[config.mk]
export PLATFORM = sky130hd
export DESIGN_NAME = zone_file_tokenizer_top
export DESIGN_NICKNAME = d
export VERILOG_FILES = /design/src/rtl/core/zft_pkg.sv /design/src/rtl/core/zone_file_tokenizer_top.sv
export VERILOG_INCLUDE_DIRS = /design/src /design/src/rtl/core
export SDC_FILE = /design/constraint.sdc
export NUM_CORES = 1
export LEC_CHECK = 0
export BUFFER_PORTS_ARGS = -buffer_cell sky130_fd_sc_hd__buf_4
export CELL_PAD_IN_SITES_DETAIL_PLACEMENT = 0
export CELL_PAD_IN_SITES_GLOBAL_PLACEMENT = 1
export CORE_MARGIN = 2
export CORE_UTILIZATION = 47
export DETAILED_ROUTE_END_ITERATION = 8
export MAX_ROUTING_LAYER = met4
export PLACE_DENSITY = 0.88
export SLEW_MARGIN = 5
export SYNTH_ARGS = -nofsm -noshare
export SYNTH_HDL_FRONTEND = slang
export SYNTH_SLANG_ARGS = --single-unit
[constraint.sdc]
create_clock -name clk -period 7.8 [get_ports clk]
set_input_delay 1.56 -clock clk [delete_from_list [all_inputs] [get_ports clk]]
set_output_delay 1.56 -clock clk [all_outputs]
set_load 0.1 [all_outputs]
[src/rtl/core/zone_file_tokenizer_top_macros.svh]
// Assertion macros for the zone file tokenizer.
// Used by zone_file_tokenizer_top; expects clk and rst_n in scope.
`ifndef ZONE_FILE_TOKENIZER_TOP_MACROS_SVH
`define ZONE_FILE_TOKENIZER_TOP_MACROS_SVH

// Same-cycle implication, disabled while in reset
`define ZFT_ASSERT_NOW(label, ante, cons, msg) \
  label: assert property (@(posedge clk) disable iff (!rst_n) (ante) |-> (cons)) \
    else $error(msg);

// Next-cycle implication, disabled while in reset
`define ZFT_ASSERT_NEXT(label, ante, cons, msg) \
  label: assert property (@(posedge clk) disable iff (!rst_n) (ante) |=> (cons)) \
    else $error(msg);

`endif

[src/rtl/core/zft_pkg.sv]
// Types and constants for the zone file tokenizer.
// No dependencies; imported by zone_file_tokenizer_top.
`timescale 1ns / 1ps

package zft_pkg;

  // Character codes
  localparam logic [7:0] CH_SPACE  = 8'h20;
  localparam logic [7:0] CH_TAB    = 8'h09;
  localparam logic [7:0] CH_CR     = 8'h0D;
  localparam logic [7:0] CH_LF     = 8'h0A;
  localparam logic [7:0] CH_SEMI   = 8'h3B;
  localparam logic [7:0] CH_LPAREN = 8'h28;
  localparam logic [7:0] CH_RPAREN = 8'h29;
  localparam logic [7:0] CH_QUOTE  = 8'h22;
  localparam logic [7:0] CH_BSLASH = 8'h5C;

  // Deepest parenthesis nesting the depth counter reaches
  localparam int unsigned MAX_DEPTH = 15;
  localparam logic [3:0]  DEPTH_CAP = (MAX_DEPTH > 15) ? 4'd15 : 4'(MAX_DEPTH);

  localparam logic [7:0] TOK_MAX = 8'd255;

  // Error codes
  localparam logic [2:0] ERR_OK             = 3'd0;
  localparam logic [2:0] ERR_NL_IN_STRING   = 3'd1;
  localparam logic [2:0] ERR_STRAY_CLOSE    = 3'd2;
  localparam logic [2:0] ERR_DEPTH_OVERFLOW = 3'd3;
  localparam logic [2:0] ERR_EOF_OPEN       = 3'd4;

  // Lexer state carried from byte to byte
  typedef struct packed {
    logic       in_token;
    logic       in_quoted;
    logic       escape_pending;
    logic       in_comment;
    logic [3:0] nesting_depth;
    logic [7:0] tokens_in_record;
  } lex_state_t;

  function automatic logic is_nl(input logic [7:0] c);
    return (c == CH_CR) || (c == CH_LF);
  endfunction

  function automatic logic is_blank(input logic [7:0] c);
    return (c == CH_SPACE) || (c == CH_TAB);
  endfunction

endpackage

[src/rtl/core/zone_file_tokenizer_top.sv]
// Zone file tokenizer: tags each byte of a zone file as token content, delimiter or skip.
// Result is registered, valid in the cycle after input transfer. Throughput: 1 byte per
// cycle while out_stall is low, set by the single lexer state update each byte makes.
// The output register frees itself in the same cycle its result is taken.
// Reset (rst_n low, synchronous) clears the lexer state and the output valid.
// Depends on zft_pkg and zone_file_tokenizer_top_macros.svh.
`timescale 1ns / 1ps

`include "zone_file_tokenizer_top_macros.svh"

module zone_file_tokenizer_top
  import zft_pkg::*;
(
  input  logic       clk,
  input  logic       rst_n,
  // input channel
  input  logic       in_valid,
  output logic       in_stall,
  input  logic [7:0] in_byte_in,
  input  logic       in_last_byte,
  // result channel
  output logic       out_valid,
  input  logic       out_stall,
  output logic [7:0] out_byte_out,
  output logic       out_is_content,
  output logic       out_token_start,
  output logic       out_token_closed,
  output logic [7:0] out_token_index,
  output logic       out_record_end,
  output logic [3:0] out_paren_depth,
  output logic [2:0] out_error_code
);

  lex_state_t st_r, st_nxt;
  logic       out_valid_r;
  logic [7:0] byte_r;
  logic       content_r, start_r, closed_r, recend_r;
  logic [7:0] idx_r;
  logic [3:0] depth_r;
  logic [2:0] err_r;

  logic       content, start, closed, recend, fresh;
  logic [7:0] idx;
  logic [3:0] depth_out;
  logic [2:0] err;
  logic       in_xfer;

  // Take a byte whenever the output register is empty or being drained
  assign in_stall = out_valid_r && out_stall;
  assign in_xfer  = in_valid && !in_stall;

  // Lexer step for one byte
  always_comb begin
    st_nxt    = st_r;
    content   = 1'b0;
    start     = 1'b0;
    closed    = 1'b0;
    recend    = 1'b0;
    fresh     = 1'b0;
    idx       = '0;
    err       = ERR_OK;

    if (st_r.in_comment) begin
      if (is_nl(in_byte_in)) begin
        st_nxt.in_comment = 1'b0;
        fresh             = 1'b1;
      end
    end else if (st_r.in_quoted) begin
      if (is_nl(in_byte_in)) begin
        err    = ERR_NL_IN_STRING;
        closed = 1'b1;
        idx    = st_r.tokens_in_record;
        fresh  = 1'b1;
      end else begin
        content = 1'b1;
        idx     = st_r.tokens_in_record;
        if (st_r.escape_pending) begin
          st_nxt.escape_pending = 1'b0;
        end else if (in_byte_in == CH_BSLASH) begin
          st_nxt.escape_pending = 1'b1;
        end else if (in_byte_in == CH_QUOTE) begin
          closed = 1'b1;
        end
      end
    end else if (st_r.in_token) begin
      idx = st_r.tokens_in_record;
      if (is_blank(in_byte_in) || is_nl(in_byte_in) || in_byte_in == CH_SEMI ||
          in_byte_in == CH_QUOTE || in_byte_in == CH_LPAREN ||
          in_byte_in == CH_RPAREN) begin
        closed = 1'b1;
        fresh  = 1'b1;
      end else begin
        content = 1'b1;
      end
    end else begin
      fresh = 1'b1;
    end

    // Close the open token and count it
    if (closed) begin
      st_nxt.in_token       = 1'b0;
      st_nxt.in_quoted      = 1'b0;
      st_nxt.escape_pending = 1'b0;
      if (st_nxt.tokens_in_record != TOK_MAX) begin
        st_nxt.tokens_in_record = st_nxt.tokens_in_record + 8'd1;
      end
    end

    // Classify a byte seen outside any token or comment
    if (fresh) begin
      if (is_blank(in_byte_in)) begin
        st_nxt.in_comment = st_nxt.in_comment;
      end else if (is_nl(in_byte_in)) begin
        if (st_nxt.nesting_depth == '0 && st_nxt.tokens_in_record != '0) begin
          recend                  = 1'b1;
          st_nxt.tokens_in_record = '0;
        end
      end else if (in_byte_in == CH_SEMI) begin
        st_nxt.in_comment = 1'b1;
      end else if (in_byte_in == CH_LPAREN) begin
        if (st_nxt.nesting_depth >= DEPTH_CAP) begin
          err = ERR_DEPTH_OVERFLOW;
        end else begin
          st_nxt.nesting_depth = st_nxt.nesting_depth + 4'd1;
        end
      end else if (in_byte_in == CH_RPAREN) begin
        if (st_nxt.nesting_depth == '0) begin
          err = ERR_STRAY_CLOSE;
        end else begin
          st_nxt.nesting_depth = st_nxt.nesting_depth - 4'd1;
        end
      end else begin
        content               = 1'b1;
        start                 = 1'b1;
        st_nxt.in_token       = 1'b1;
        st_nxt.in_quoted      = (in_byte_in == CH_QUOTE);
        st_nxt.escape_pending = 1'b0;
        idx                   = st_nxt.tokens_in_record;
      end
    end

    depth_out = st_nxt.nesting_depth;

    // End of file: close what is open, report, then drop all state
    if (in_last_byte) begin
      if (st_nxt.in_token) begin
        if (st_nxt.in_quoted && err == ERR_OK) begin
          err = ERR_EOF_OPEN;
        end
        closed = 1'b1;
        idx    = st_nxt.tokens_in_record;
        if (st_nxt.tokens_in_record != TOK_MAX) begin
          st_nxt.tokens_in_record = st_nxt.tokens_in_record + 8'd1;
        end
      end
      if (st_nxt.nesting_depth != '0 && err == ERR_OK) begin
        err = ERR_EOF_OPEN;
      end
      if (st_nxt.tokens_in_record != '0) begin
        recend = 1'b1;
      end
      st_nxt = '0;
    end
  end

  // Advance lexer state on each input transfer
  always_ff @(posedge clk) begin
    if (!rst_n) begin
      st_r <= '0;
    end else if (in_xfer) begin
      st_r <= st_nxt;
    end
  end

  // Hold output valid until the result transfers
  always_ff @(posedge clk) begin
    if (!rst_n) begin
      out_valid_r <= 1'b0;
    end else if (in_xfer) begin
      out_valid_r <= 1'b1;
    end else if (!out_stall) begin
      out_valid_r <= 1'b0;
    end
  end

  // Load result payload on each input transfer
  always_ff @(posedge clk) begin
    if (in_xfer) begin
      byte_r    <= in_byte_in;
      content_r <= content;
      start_r   <= start;
      closed_r  <= closed;
      idx_r     <= idx;
      recend_r  <= recend;
      depth_r   <= depth_out;
      err_r     <= err;
    end
  end

  assign out_valid        = out_valid_r;
  assign out_byte_out     = byte_r;
  assign out_is_content   = content_r;
  assign out_token_start  = start_r;
  assign out_token_closed = closed_r;
  assign out_token_index  = idx_r;
  assign out_record_end   = recend_r;
  assign out_paren_depth  = depth_r;
  assign out_error_code   = err_r;

  // Checks on lexer state and results
  `ZFT_ASSERT_NOW(a_quote_in_token, st_r.in_quoted, st_r.in_token,
                  "quoted state outside a token")
  `ZFT_ASSERT_NOW(a_escape_in_quote, st_r.escape_pending, st_r.in_quoted,
                  "escape pending outside a quoted token")
  `ZFT_ASSERT_NEXT(a_eof_clears, in_xfer && in_last_byte, st_r == '0,
                   "lexer state not cleared after last byte")
  `ZFT_ASSERT_NOW(a_start_is_content, out_valid_r && start_r, content_r,
                  "token start on a non-content byte")
  `ZFT_ASSERT_NOW(a_stray_close_depth, out_valid_r && err_r == ERR_STRAY_CLOSE,
                  depth_r == '0, "stray close with nonzero depth")

endmodule

==> flow_summary.json, run 1 <==
{
  "cts_max_level": 2,
  "synth-async-reset-ratio": 0,
  "hold_buffers": 0,
  "syn_inst": 311,
  "grt_usage": 0.2318,
  "drt_iter0_markers": 200,
  "maxSlewViolCount": 0,
  "holdPathEnd": "st_r[13]",
  "path_delay_family": "simple AND/OR/NAND/NOR gates",
  "wire_per_inst_um": 16.15,
  "areaGrowthSynthToFinish_pct": 15.43,
  "core-area_sq_um": 5921,
  "cts_resized": 0,
  "hold_depth": 2,
  "tns_ps": 0,
  "cts-buffers-inserted": 5,
  "path_clk_slew_ps": 90,
  "path_buf_inv": 1,
  "place_inst": 413,
  "slew_headroom": 0.4693,
  "cp.required_ps": 7860,
  "clk_latency_ps": 300,
  "ys_types": 77,
  "hold_viol_final": 0,
  "yosysTopAreaCellShare": 0.2817,
  "synth_area_sq_um": 2878,
  "cts_setup_buffers": 0,
  "grt_pass1_vias": 2366,
  "rows": 28,
  "cts_tree": "built",
  "synthSimpleGateAreaFrac": 0.2843,
  "p_per_area_nw_per_um2": 172.1,
  "firstDrtPassIters": 4,
  "grt_pass1_wl_um": 11630,
  "max_cap_violations": 0,
  "clk_path_buf_depth": 2,
  "hp-class": "flip-flop to flip-flop",
  "yosys.area.top_type": "edfxtp_1",
  "vias": 2500,
  "root_buffer": "clkbuf_8",
  "start_util": 0.4861,
  "synth_edf_count": 27,
  "die_h_um": 82.25,
  "dieArea_sq_um": 6765,
  "viasPerCell": 5.938,
  "synth_xor_area_frac": 0.01217,
  "io_pins": 42,
  "yosysWarnings": 0,
  "synth_area_leaders": "edfxtp_1 28%, dfxtp_1 12%, nand2_1 4.0%",
  "timing.rr.end": "out_record_end",
  "fin_cells": 421,
  "slowest_stage": "nor3_2",
  "avgSynthCellArea_sq_um": 9.253,
  "final_util": 0.5611,
  "antenna_found_initial": 0,
  "cpPeakStageDelay_ps": 340,
  "drt-total-wl_um": 6799,
  "outcome": "complete, no violations",
  "synth-seq-cells": 44,
  "p_leak_nw": 1.268,
  "die_w_um": 82.25,
  "fmax_mhz": 229.9,
  "synthFlopType": "edfxtp_1",
  "multi_input_area_sq_um": 1602,
  "port_buffers": 41,
  "cp_max_fo": 12,
  "finalCritPeriodShare": 0.5576,
  "rsz0062_at_grt": "no",
  "dp_hpwl_um": 5036,
  "synthAdderAreaFrac": 0.01739,
  "clock_skew_ps": 9.068,
  "cts.sinks": 44,
  "synth-compound-area-share": 0.2200,
  "setup_viol": 0,
  "setup_ws_ps": 3451,
  "regToRegStartpoint": "st_r[0]",
  "ys_seq_area_frac": 0.4000,
  "synth_top_family_by_area": "simple AND/OR/NAND/NOR gates",
  "drc": 0,
  "gp_congestion": 0.8855,
  "hold_path_startpoint": "st_r[13]",
  "grt_max_degree": 25,
  "final_nets": 362,
  "n_fill_cell": 546,
  "regArea_sq_um": 1151,
  "ir_drop_mv": 0.08585,
  "drive_above_1_share": 0.2197,
  "ant_nets": 0,
  "pre_cts_ws_ps": 3150,
  "worstSetupPathType": "input port to flip-flop",
  "endpoint_kind": "flip-flop",
  "crit_cells": 12,
  "synthMuxAreaShare": 0.02261,
  "diodes": 0,
  "min_period_ps": 4349,
  "syn_nets": 328,
  "arrival_ps": 4410,
  "grt_overflow_total": 0,
  "tightest_slew_ps": 794.4,
  "worstPathCellList": "buf_4 > nor3_2 > o211ai_1 > nand3_1 > and3_4 > mux2_4 > a31oi_2 > nor2_1 > ha_1 > a31oi_1 > nand4_1 > a311o_1",
  "r2r_cells": 12,
  "critPathLaunchType": "input port",
  "reg2reg_slack_ps": 4360
}
## how the worst max path moves through the flow
stage / startpoint / end
after floorplan: in_byte_in[5] / out_record_end
after global placement: in_byte_in[2] / out_record_end
after detailed placement: in_byte_in[4] / out_record_end
after CTS: in_byte_in[4] / out_record_end
after global routing: in_byte_in[4] / out_record_end
final: in_byte_in[4] / out_record_end
## synth_stat cells (7+ instances only)
cell / instances
a21oi_1: 8
nor3_1: 7
nand4_1: 7
nand2_1: 31
edfxtp_1: 27
dfxtp_1: 17
nor2_1: 15
o21ai_0: 15
inv_1: 11
nand3_1: 15
and2_1: 13
clkbuf_1: 12
## per-stage QoR
stage	cell area [sq um]	hold slack, ps	total power (W)
after floorplan	2878	466.7	0.0003705
after global placement	3214	489.8	0.0004021
after detailed placement	3214	494.6	0.0004024
after CTS	3322	507.9	0.0005777
after global routing	3322	566.2	0.0005947
final	3322	503.6	0.0005716
## worst min-delay path: cells and delay by family (launching register included)
kind / cells / cell delay [ps]
DFF: 1 / 340
and+or+nand+nor: 1 / 60
AOI/OAI and AO/OA: 1 / 60
## cell families after synthesis
group	count (synthesis)
xor+xnor	4
fa+ha+maj	4
buf+inv	28
mux	6
simple gates	139
compound gates	86
flops	44
## cells in the final DEF (no fill, tap or decap), types with 4 or more instances in the layout
cell / count
a21oi_1: 8
o21ai_0: 15
nor2_1: 15
a21o_1: 4
and3_1: 5
ha_1: 4
a22o_1: 4
dfxtp_1: 17
inv_1: 11
nor3b_1: 6
o211ai_1: 5
nor3_1: 7
edfxtp_1: 27
nand3_1: 15
nor2b_1: 5
a22oi_1: 6
nand4_1: 7
buf_4: 43
and2_1: 13
clkbuf_8: 5
a31oi_1: 5
nand2_1: 31
or3_1: 5
o22ai_1: 4
mux2i_1: 5
## area by class of cell
class,instances,area share
Clock buffer,6,0.02185
Clock inverter,2,0.01055
Inverter,12,0.01356
Multi-Input combinational cell,239,0.4821
Sequential cell,44,0.3465
Tap cell,75,0.02825
Timing Repair Buffer,43,0.09718
## sequential cells by signal, summed over array words and instances, names as in the netlist
register,cells
st_r,16
out_byte_out,8
out_token_index,8
out_paren_depth,4
out_error_code,3
out_is_content,1
out_record_end,1
out_token_closed,1
out_token_start,1
out_valid,1
## layer usage
| layer | vias up | routed length [um] | global-route usage |
|---|---|---|---|
| met2 | 70 | 3144 | 0.3427 |
| met5 | - | 0 | - |
| met4 | 0 | 43 | 0.06833 |
| li1 | 1249 | - | - |
| met1 | 1179 | 3333 | 0.3267 |
| met3 | 2 | 277 | 0.03804 |
## report_power, final
group	switching, W	internal [W]
clock network	0.0000793	0.0000951
logic	0.000105	0.0000318
registers	0.00000313	0.000257
(Power assumes the default switching activity.)
==> run 2: changes to the inputs <==
--- a/config.mk
+++ b/config.mk
@@ -10,10 +10,10 @@
 export CELL_PAD_IN_SITES_DETAIL_PLACEMENT = 0
 export CELL_PAD_IN_SITES_GLOBAL_PLACEMENT = 1
 export CORE_MARGIN = 2
-export CORE_UTILIZATION = 47
+export CORE_UTILIZATION = 40
 export DETAILED_ROUTE_END_ITERATION = 8
 export MAX_ROUTING_LAYER = met4
-export PLACE_DENSITY = 0.88
+export PLACE_DENSITY = 0.8
 export SLEW_MARGIN = 5
 export SYNTH_ARGS = -nofsm -noshare
 export SYNTH_HDL_FRONTEND = slang
==> constraint.sdc (replaced) <==
create_clock -name clk -period 3.78 [get_ports clk]
set_input_delay 0.756 -clock clk [delete_from_list [all_inputs] [get_ports clk]]
set_output_delay 0.756 -clock clk [all_outputs]
set_load 0.1 [all_outputs]
==> run 2 against run 1 <==
Count of clock-buffer cells in the layout unchanged. Die area grew 17%. Clock skew down 0.81 ps. Setup slack worse by 3100 ps. Sequential share of layout area fell by 0.73 points. Sequential cell count stayed put. Total power increased by 110%. Final area is 2.1% higher. Register-to-register slack lost 4000 ps. Global-route usage shrank 2.9 points. Critical path depth did not move. Cell count increased by 6.4%. Largest power group unchanged. Highest routed layer unchanged.
==> flow_summary.json, run 2 (same netlist as run 1, synthesis figures left out) <==
{
  "root_buffer": "clkbuf_8",
  "min_period_ps": 3398,
  "vias": 2544,
  "core-area_sq_um": 6869,
  "die_h_um": 88.82,
  "n_fill_cell": 669,
  "cp_max_fo": 8,
  "worstSetupStartpoint": "st_r[0]",
  "slowest_stage": "dfxtp_1",
  "regArea_sq_um": 1151,
  "grt_pass1_vias": 2400,
  "maxSlewViolCount": 0,
  "grt_pass1_wl_um": 11960,
  "largest_reg_flops": 16,
  "cts_setup_buffers": 0,
  "diodes": 0,
  "ant_nets": 0,
  "cp.required_ps": 3820,
  "reg2reg_slack_ps": 380,
  "rsz0062_at_grt": "no",
  "cts_resized": 0,
  "worstSetupPathType": "flip-flop to flip-flop",
  "tightest_slew_ps": 553.3,
  "firstDrtPassIters": 4,
  "finalCritPeriodShare": 0.8989,
  "port_buffers": 41,
  "dp_hpwl_um": 5274,
  "cts-buffers-inserted": 5,
  "drt_iter0_markers": 183,
  "grt_overflow_total": 0,
  "p_per_area_nw_per_um2": 347.8,
  "setup_ws_ps": 382.0,
  "endpoint_kind": "flip-flop",
  "regToRegStartpoint": "st_r[0]",
  "final_cell_mix": "49 x buf_4, 31 x nand2_1, 27 x edfxtp_1, 17 x dfxtp_1",
  "drt-total-wl_um": 7202,
  "sw_frac_of_total": 0.3264,
  "grt_usage": 0.2032,
  "cts.sinks": 44,
  "top_register": "st_r",
  "wire_per_inst_um": 16.08,
  "die_w_um": 88.82,
  "holdPathEnd": "st_r[13]",
  "clk_latency_ps": 300,
  "p_total_w": 0.001180,
  "max_cap_violations": 0,
  "clockPowerShare": 0.301,
  "final_nets": 368,
  "p_sw_w": 0.0003852,
  "gp_congestion": 0.8804,
  "critPathLaunchType": "flip-flop",
  "outcome": "complete, no violations",
  "worstPathCellList": "ha_1 > and2_1 > a41oi_1 > and2_1 > nand3_1 > mux2i_1 > a31oi_2 > nor2_1 > ha_1 > a22o_1 > a41oi_1 > a311o_1",
  "slew_headroom": 0.6298,
  "areaGrowthSynthToFinish_pct": 17.91,
  "fin_cells": 448,
  "hold_path_startpoint": "st_r[13]",
  "cts_tree": "built",
  "drive_above_1_share": 0.2330,
  "clock_skew_ps": 8.261,
  "arrival_ps": 3440,
  "pre_cts_ws_ps": 146.0,
  "grt_max_degree": 25,
  "multi_input_area_sq_um": 1602,
  "viasPerCell": 5.679,
  "r2r_cells": 12,
  "fmax_mhz": 294.3,
  "hold_buffers": 0,
  "io_pins": 42,
  "cts_max_level": 2,
  "path_buf_inv": 0,
  "final_common_cell": "buf_4",
  "setup_viol": 0,
  "dieArea_sq_um": 7889,
  "drc": 0,
  "start_util": 0.4189,
  "ir_drop_mv": 0.2012,
  "p_leak_nw": 1.297,
  "power_frac_comb": 0.244,
  "seq_power_share": 0.455,
  "antenna_found_initial": 0,
  "hold_depth": 2,
  "place_inst": 440,
  "hold_viol_final": 0,
  "path_delay_family": "compound AO/OA/AOI/OAI gates",
  "clk_path_buf_depth": 2,
  "rows": 30,
  "power.internal_w": 0.0007950,
  "path_clk_slew_ps": 90,
  "hp-class": "flip-flop to flip-flop",
  "tns_ps": 0,
  "cpPeakStageDelay_ps": 520,
  "timing.rr.end": "out_record_end"
}
==> run 2: area by class of cell <==
type | count | share of cell area
clock inverter | 2 | 0.01032
clock buffer | 6 | 0.02139
timing repair buffer | 49 | 0.1084
inverter | 12 | 0.01327
multi-input combinational | 239 | 0.4720
sequential | 44 | 0.3392
tap | 96 | 0.03540
==> run 2: worst max path at each step <==
stage	end	slack, ps	depth (start not counted)
after floorplan	out_record_end	360	12
after global routing	out_record_end	90	12
after global placement	out_record_end	230	12
after detailed placement	out_record_end	150	12
after CTS	out_record_end	410	12
final	out_record_end	380	12
==> run 2: metrics by stage <==
stage                     utilization  area [sq um]  hold slack, ps
after floorplan                     -          2878           466.7
after global placement         0.4783          3286           484.6
after detailed placement       0.4783          3286           497.0
after CTS                      0.4940          3393           513.3
after global routing           0.4940          3393           557.2
final                          0.4940          3393           515.2
==> run 2: power groups by stage <==
stage / clock, W / sequential, W / combinational [W]
2_1_floorplan: 0 / 0.000676 / 0.0000885
3_5_place_dp: 0 / 0.000548 / 0.000289
3_3_place_gp: 0 / 0.000547 / 0.000288
6_report: 0.000355 / 0.000537 / 0.000289
5_1_grt: 0.000386 / 0.000539 / 0.000306
4_1_cts: 0.000368 / 0.000537 / 0.000290
==> run 2: tightest hold or removal path, cell delays in order (launching register included) <==
cell      delay [ps]
dfxtp_1          340
nand2_1           60
a21boi_0          70
==> run 2: metal layers <==
metal / vias to the layer above / track usage / share of wire
met3: 6 / 0.03265 / 0.059
met5: - / - / 0
li1: 1260 / - / -
met1: 1206 / 0.2835 / 0.47
met2: 72 / 0.2931 / 0.46
met4: 0 / 0.08127 / 0.011
==> run 3: changes to the inputs <==
--- a/config.mk
+++ b/config.mk
@@ -10,10 +10,10 @@
 export CELL_PAD_IN_SITES_DETAIL_PLACEMENT = 0
 export CELL_PAD_IN_SITES_GLOBAL_PLACEMENT = 1
 export CORE_MARGIN = 2
-export CORE_UTILIZATION = 40
+export CORE_UTILIZATION = 44
 export DETAILED_ROUTE_END_ITERATION = 8
 export MAX_ROUTING_LAYER = met4
-export PLACE_DENSITY = 0.8
+export PLACE_DENSITY = 0.83
 export SLEW_MARGIN = 5
 export SYNTH_ARGS = -nofsm -noshare
 export SYNTH_HDL_FRONTEND = slang
==> constraint.sdc (replaced) <==
create_clock -name clk -period 3.2 [get_ports clk]
set_input_delay 0.64 -clock clk [delete_from_list [all_inputs] [get_ports clk]]
set_output_delay 0.64 -clock clk [all_outputs]
set_load 0.1 [all_outputs]
==> run 3 against run 2 <==
Utilization increased by 8.8 points. Final area increased by 8.9%. Largest cell class unchanged. Global-route usage increased by 1.9 points.
==> flow_summary.json, run 3 (same netlist as run 1, synthesis figures left out) <==
{
  "viasPerCell": 5.667,
  "setup_viol": 0,
  "tightest_slew_ps": 505.1,
  "slew_headroom": 0.6625,
  "clk_latency_ps": 310,
  "die_h_um": 84.87,
  "setup_ws_ps": 223.3,
  "dp_hpwl_um": 5694,
  "r2r_cells": 13,
  "p_per_area_nw_per_um2": 390.8,
  "p_sw_w": 0.0004838,
  "p_leak_nw": 1.491,
  "drive_above_1_share": 0.3171,
  "hp-class": "flip-flop to flip-flop",
  "cp.required_ps": 3270,
  "clk_path_buf_depth": 2,
  "cts_tree": "built",
  "cts_setup_buffers": 0,
  "arrival_ps": 3040,
  "die_w_um": 84.87,
  "fmax_mhz": 335.9,
  "cp_max_fo": 5,
  "clock_skew_ps": 13.67,
  "worstSetupPathType": "flip-flop to flip-flop",
  "antenna_found_initial": 0,
  "power_frac_comb": 0.256,
  "cts.sinks": 44,
  "areaGrowthSynthToFinish_pct": 28.39,
  "drt_iter0_markers": 221,
  "firstDrtPassIters": 4,
  "hold_buffers": 0,
  "grt_usage": 0.2221,
  "drc": 0,
  "endpoint_kind": "flip-flop",
  "outcome": "complete, no violations",
  "root_buffer": "clkbuf_8",
  "dieArea_sq_um": 7203,
  "multi_input_area_sq_um": 1630,
  "final_util": 0.5819,
  "cts-buffers-inserted": 5,
  "rows": 29,
  "vias": 2652,
  "gp_congestion": 0.9736,
  "port_buffers": 41,
  "drt-total-wl_um": 7574,
  "final_nets": 407,
  "io_pins": 42,
  "ant_nets": 0,
  "final_common_cell": "buf_4",
  "grt_pass1_vias": 2442,
  "power.internal_w": 0.0009601,
  "regArea_sq_um": 1151,
  "grt_pass1_wl_um": 12430,
  "rsz0062_at_grt": "no",
  "hold_viol_final": 0,
  "start_util": 0.4532,
  "grt_max_degree": 27,
  "hold_depth": 2,
  "top_register": "st_r",
  "cts_resized": 0,
  "wire_per_inst_um": 16.18,
  "seq_power_share": 0.439,
  "max_cap_violations": 0,
  "tns_ps": 0,
  "clockPowerShare": 0.305,
  "core-area_sq_um": 6350,
  "largest_reg_flops": 16,
  "critPathLaunchType": "flip-flop",
  "min_period_ps": 2977,
  "cts_max_level": 2,
  "diodes": 0,
  "ir_drop_mv": 0.2613,
  "maxSlewViolCount": 0,
  "final_cell_mix": "88 x buf_4, 31 x nand2_1, 27 x edfxtp_1, 17 x dfxtp_1",
  "n_fill_cell": 566,
  "finalCritPeriodShare": 0.9302,
  "path_clk_slew_ps": 100,
  "holdWs_ps": 509.9,
  "grt_overflow_total": 0,
  "sw_frac_of_total": 0.3351,
  "pre_cts_ws_ps": -119.1
}
## run 3: cell count changes in the layout (fill, tap and decap cells not counted), sizes merged
cell / before / now
buf: 49 / 88
clkbuf: 6 / 5
clkinvlp: 0 / 1
## run 3: final timing paths
check | startpoint | to | slack [ps]
setup / recovery | st_r[0] | out_record_end | 220
hold / removal | st_r[13] | st_r[13] | 510
setup reg to reg | st_r[0] | out_record_end | 220
hold reg to reg | st_r[13] | st_r[13] | 510
## run 3: final cells by class
class | instances | area share
inverter | 12 | 0.01219
clock buffer | 5 | 0.01863
sequential | 44 | 0.3115
timing repair buffer | 88 | 0.1788
tap | 77 | 0.02608
clock inverter | 3 | 0.01151
multi-input combinational | 239 | 0.4412
## run 3: metrics by stage
stage | total power, W | std cells | instance area, sq um
after floorplan | 0.0009041 | 311 | 2907
after global placement | 0.001012 | 460 | 3583
after detailed placement | 0.001016 | 460 | 3583
after CTS | 0.001452 | 468 | 3695
after global routing | 0.001489 | 468 | 3695
final | 0.001444 | 468 | 3695
## run 3: routing by layer
| layer | vias to the layer above | wire length [um] | track usage |
|---|---|---|---|
| met5 | - | 0 | - |
| met4 | 0 | 74 | 0.06926 |
| met3 | 6 | 450 | 0.03696 |
| met2 | 74 | 3308 | 0.3228 |
| met1 | 1238 | 3741 | 0.3172 |
| li1 | 1334 | - | - |
## run 3: critical path, cell delays in order, from the launching register on
cell and delay, ps:
dfxtp_1 320, ha_1 230, and2_1 220, a41oi_1 280
and2_1 180, nand3_1 130, mux2i_1 140, buf_4 150
a31oi_4 170, nor2_1 80, ha_1 290, a31oi_1 140
nand4_1 100, a311o_1 310
## run 3: power groups by stage
| stage | logic [W] | clock network (W) | registers (W) |
|---|---|---|---|
| after floorplan | 0.000106 | 0 | 0.000798 |
| after global placement | 0.000366 | 0 | 0.000646 |
| after detailed placement | 0.000370 | 0 | 0.000646 |
| after CTS | 0.000370 | 0.000448 | 0.000634 |
| after global routing | 0.000388 | 0.000465 | 0.000636 |
| final | 0.000370 | 0.000440 | 0.000633 |
